===== src/rtl/point_in_polygon_test_unit_defines.svh =====
// ---------------------------------------------------------------------------
// Point-in-polygon test unit: assertion macros
// Shared property wrappers that use the clock and reset of the host module.
// ---------------------------------------------------------------------------
`ifndef POINT_IN_POLYGON_TEST_UNIT_DEFINES_SVH
`define POINT_IN_POLYGON_TEST_UNIT_DEFINES_SVH

// The consequent must hold in the same cycle as the antecedent.
`define PIPT_ASSERT_SAME(label, ante, cons, msg) \
  label: assert property (@(posedge clk) disable iff (!rst_n) (ante) |-> (cons)) \
    else $error(msg);

// The consequent must hold in the cycle after the antecedent.
`define PIPT_ASSERT_NEXT(label, ante, cons, msg) \
  label: assert property (@(posedge clk) disable iff (!rst_n) (ante) |=> (cons)) \
    else $error(msg);

`endif


===== src/rtl/pipt_pkg.sv =====
// ---------------------------------------------------------------------------
// Point-in-polygon test package
// Sizes, coordinate types and the edge request passed to the edge unit.
// ---------------------------------------------------------------------------
package pipt_pkg;

  localparam int MAX_VERTICES = 64;
  localparam int COORD_WIDTH  = 24;
  localparam int IDX_W        = $clog2(MAX_VERTICES);
  localparam int CNT_W        = IDX_W + 1;
  localparam int VIDX_W       = 6;
  localparam int CFG_W        = 7;
  localparam int DIFF_W       = COORD_WIDTH + 1;
  localparam int PROD_W       = 2 * DIFF_W;

  localparam logic ACT_LOAD  = 1'b0;
  localparam logic ACT_QUERY = 1'b1;

  typedef logic signed [COORD_WIDTH-1:0] coord_t;
  typedef logic signed [DIFF_W-1:0]      diff_t;
  typedef logic signed [PROD_W-1:0]      prod_t;

  typedef struct packed {
    coord_t x;
    coord_t y;
  } vertex_t;

  // One edge from vertex i to vertex j, offered to the edge unit.
  typedef struct packed {
    logic    valid;
    vertex_t vi;
    vertex_t vj;
  } edge_req_t;

endpackage


===== src/rtl/pipt_cell.sv =====
// ---------------------------------------------------------------------------
// Point-in-polygon vertex cell
// Holds one vertex; loads it directly or takes its neighbor's on a shift.
// ---------------------------------------------------------------------------
module pipt_cell
  import pipt_pkg::*;
(
  input  logic    clk,
  input  logic    shift,
  input  logic    load,
  input  vertex_t load_v,
  input  vertex_t from_next,
  output vertex_t v
);

  vertex_t v_r;

  always_ff @(posedge clk) begin
    if (load) begin
      v_r <= load_v;
    end else if (shift) begin
      v_r <= from_next;
    end
  end

  assign v = v_r;

endmodule


===== config.mk =====
export PLATFORM = sky130hd
export DESIGN_NAME = pipt_cell
export DESIGN_NICKNAME = d
export VERILOG_FILES = /design/src/rtl/point_in_polygon_test_unit_defines.svh /design/src/rtl/pipt_pkg.sv /design/src/rtl/pipt_cell.sv
export SDC_FILE = /design/constraint.sdc
export NUM_CORES = 1
export LEC_CHECK = 0
export BUFFER_PORTS_ARGS = -buffer_cell sky130_fd_sc_hd__buf_2
export CAP_MARGIN = 10
export CELL_PAD_IN_SITES_DETAIL_PLACEMENT = 0
export CELL_PAD_IN_SITES_GLOBAL_PLACEMENT = 2
export CORE_ASPECT_RATIO = 1.2
export CORE_MARGIN = 3
export CORE_UTILIZATION = 25
export CTS_CLUSTER_SIZE = 28
export DETAILED_ROUTE_END_ITERATION = 6
export GPL_ROUTABILITY_DRIVEN = 0
export PLACE_DENSITY = 0.87
export SYNTH_ARGS = -nofsm -noshare
export SYNTH_HDL_FRONTEND = slang
export SYNTH_SLANG_ARGS = --single-unit

===== constraint.sdc =====
create_clock -name clk -period 2.7 [get_ports clk]
set_clock_uncertainty 0.1 [all_clocks]
set_input_delay 0 -clock clk [delete_from_list [all_inputs] [get_ports clk]]
set_output_delay 0 -clock clk [all_outputs]
set_load 0.01 [all_outputs]

# Word level (Yosys, flattened, before mapping)
# Cells that the tools add are included.
# totals
ff_bits	48
output_inout_bits	48
latch_bits	0
ramBits	0
in_bits	99
wordCells	5
memories	0
romBits	0
# op_classes
order_cmp	0
reduce_logical	1
n_eq_ne	0
shift	0
n_mux	2
div	0
n_bitwise	0
n_addsub	0
mul	0
# op_table
op	count
48-bit two-way mux	2
2-bit nonzero test	1

# Logic depth before layout (Yosys ltp)
# depth
word_depth	2
depth_mapped	3
mapped_depth_nobuf	1

# Least setup slack after synthesis
# Ideal clock, no wire load.
# synth_path
path_type	input to register
start	input load
end	register v_r, in the netlist v[0] (enable)
path_buffers	2
setup_time_ns	0.408
stages	3
required_ns	2.192
setup_slack_ns	0.798
t_arrival_ns	1.394
cell_sequence	buf_6 -> buf_6 -> or2_1
# synth_between
elab_chain_cells	1
# synth_lines
item	line	text
start, declared	pipt_cell.sv:10	input logic load,
2-bit nonzero test (no line)	-	
end signal, assigned	pipt_cell.sv:20	v_r <= load_v;
end signal, assigned	pipt_cell.sv:22	v_r <= from_next;
end, declared	pipt_cell.sv:16	vertex_t v_r;
# Every way passes these cells.
# A chain may end at the register's enable or synchronous reset.

# Worst setup path in the final report
# layout_path
start	input load
end	register v_r, in the netlist v[28] (data pin)
# layout_between
elab_chain_cells	1
# layout_lines
item	line	text
48-bit two-way mux	pipt_cell.sv:19	if (load) begin
# Every way passes these cells.

==> results.ini <==
[run_status]
outcome=finished clean

[routing]
wire_per_inst_um=12.96
first_pass_iters=3
drcViolationCount=0
vias_per_cell=4.127
drt-total-wl_mm=5.715
drt-initial-drc-count=52
vias=1820
final_antenna_net_count=0

[global_routing]
grt_use_total=0.1231
grt_pass1_wl_mm=9.045
grt-ovfl-total=0
antenna_found_initial=0
grt_pass1_vias=2059
grt_max_degree=49

[synth]
syn_area_per_cell_um2=20.26
synth.distinct_cells=6
mappedNetlistArea_mm2=0.002067
synthCells=102
yosysWarnings=0
syn_nets=201
synth-seq-cells=48
ys_seq_area_frac=0.6973

[power]
power_density_mw_per_mm2=447.9
swShare=0.2236
power_frac_seq=0.529
ir_worst_vdd_uv=211.1
leakagePower_uw=0.001748
pwr-share-comb=0.245
power_switching_uw=394.3
intPower_uw=1369
power_frac_clock=0.226

[timing]
timing.final.crit_share=0.6123
fmax_mhz=604.9
slew_violations=0
layout_min_cycle_time_ns=1.653
fin_setup_tns_ns=0
finalWorstSetupSlack_ns=1.047
finalHoldViolations=0
relSlewSlack=0.5718
rsz0062_at_grt=false
worst_pin_slew_ns=0.6423
finalSetupViolCount=0

[floorplan]
rows=35
initial_core_util=0.2637
die_h_um=105.6
io_pins=147
coreArea_mm2=0.007839
die_area_mm2=0.009399
die_width_um=89.01

[clock_tree]
cts_max_level=2
cts_hold_buf=96
cts_setup_buffers=0
clkTransAtPathRegs_ns=0.08
clockRootBuffer=clkbuf_8
clockBufferDepth=2
cts_resized=0
cts_tree=done
cts_buffers=5
cts.sinks=48

[finish]
nets=447
largest_reg_flops=48
layout_common_cells=146 x buf_2, 96 x dlygate4sd3_1, 48 x edfxtp_1
drive_above_1_share=0.5788
final_common_cell=buf_2
nFillCells=689
syn_to_final_growth_pct=90.44
n_antenna_cell=0

[setup_path]
worst-setup-path-type=in2reg
critPathCaptureType=flip-flop
start_kind=primary input
cp.required_ns=2.64
critPathMaxFanout=48
worstPathArrival_ns=1.59

[hold_path]
hold_path_class=in2reg

[place]
portBuffers=146
dp_slack_ns=1.280

[flow_run]
drv_cap=0

## cells in the mapped netlist
cell type  count  area [um2]
mux2_4         9       135.1
edfxtp_1      48        1441
mux2_2        39       439.2
or2_1          1       6.260
buf_6          2       22.52
buf_4          3       22.52
## layout make-up
class	instances	area, um2	area share
Clock buffer	7	76.32	0.01939
Clock inverter	1	3.754	0.0009536
Multi-Input combinational cell	49	580.6	0.1475
Sequential cell	48	1441	0.3662
Tap cell	92	115.1	0.02924
Timing Repair Buffer	244	1719	0.4367
## cells by family (layout without fill, tap and decap cells)
kind of cell / after synthesis / after routing / share of synthesized area
flops: 48 / 48 / 0.6973
mux: 48 / 48 / 0.2778
simple gates: 1 / 1 / 0.003029
buf+inv: 5 / 252 / 0.02179
## stage by stage
stage,hold slack (ns),area [um2],std cells,utilization,total power [uW]
6_report,0.4139,3936,441,0.5022,1763
3_3_place_gp,0.2008,2895,337,0.3694,1248
3_5_place_dp,0.2040,2895,337,0.3694,1253
4_1_cts,0.4187,3936,441,0.5022,1795
2_1_floorplan,0.1175,2067,102,-,1091
5_1_grt,0.4277,3936,441,0.5022,1876
## critical path: stages
cell and delay [ns]:
buf_2 0.08, buf_4 0.52, mux2_2 0.41, dlygate4sd3_1 0.56
## path summary, 6_finish.rpt
kind	startpoint	end	slack (ns)	cells past startpoint
min	shift	v[16]$_DFFE_PP_	0.41	2
max	load	v[28]$_DFFE_PP_	1.05	4
## per-layer routing
layer,global-route usage,part of all wire
met1,0.1262,0.36
met2,0.2335,0.54
met3,0.03518,0.084
met4,0.03617,0.012
met5,0,0
## power by group through the flow
| stage | combinational, uW | sequential, uW | clock (uW) |
|---|---|---|---|
| final | 431 | 933 | 399 |
| after CTS | 432 | 934 | 429 |
| after global placement | 301 | 947 | 0 |
| after global routing | 469 | 942 | 464 |
| after detailed placement | 303 | 951 | 0 |
| after floorplan | 91.8 | 999 | 0 |
Note: power is estimated with default switching activity, not from simulation.
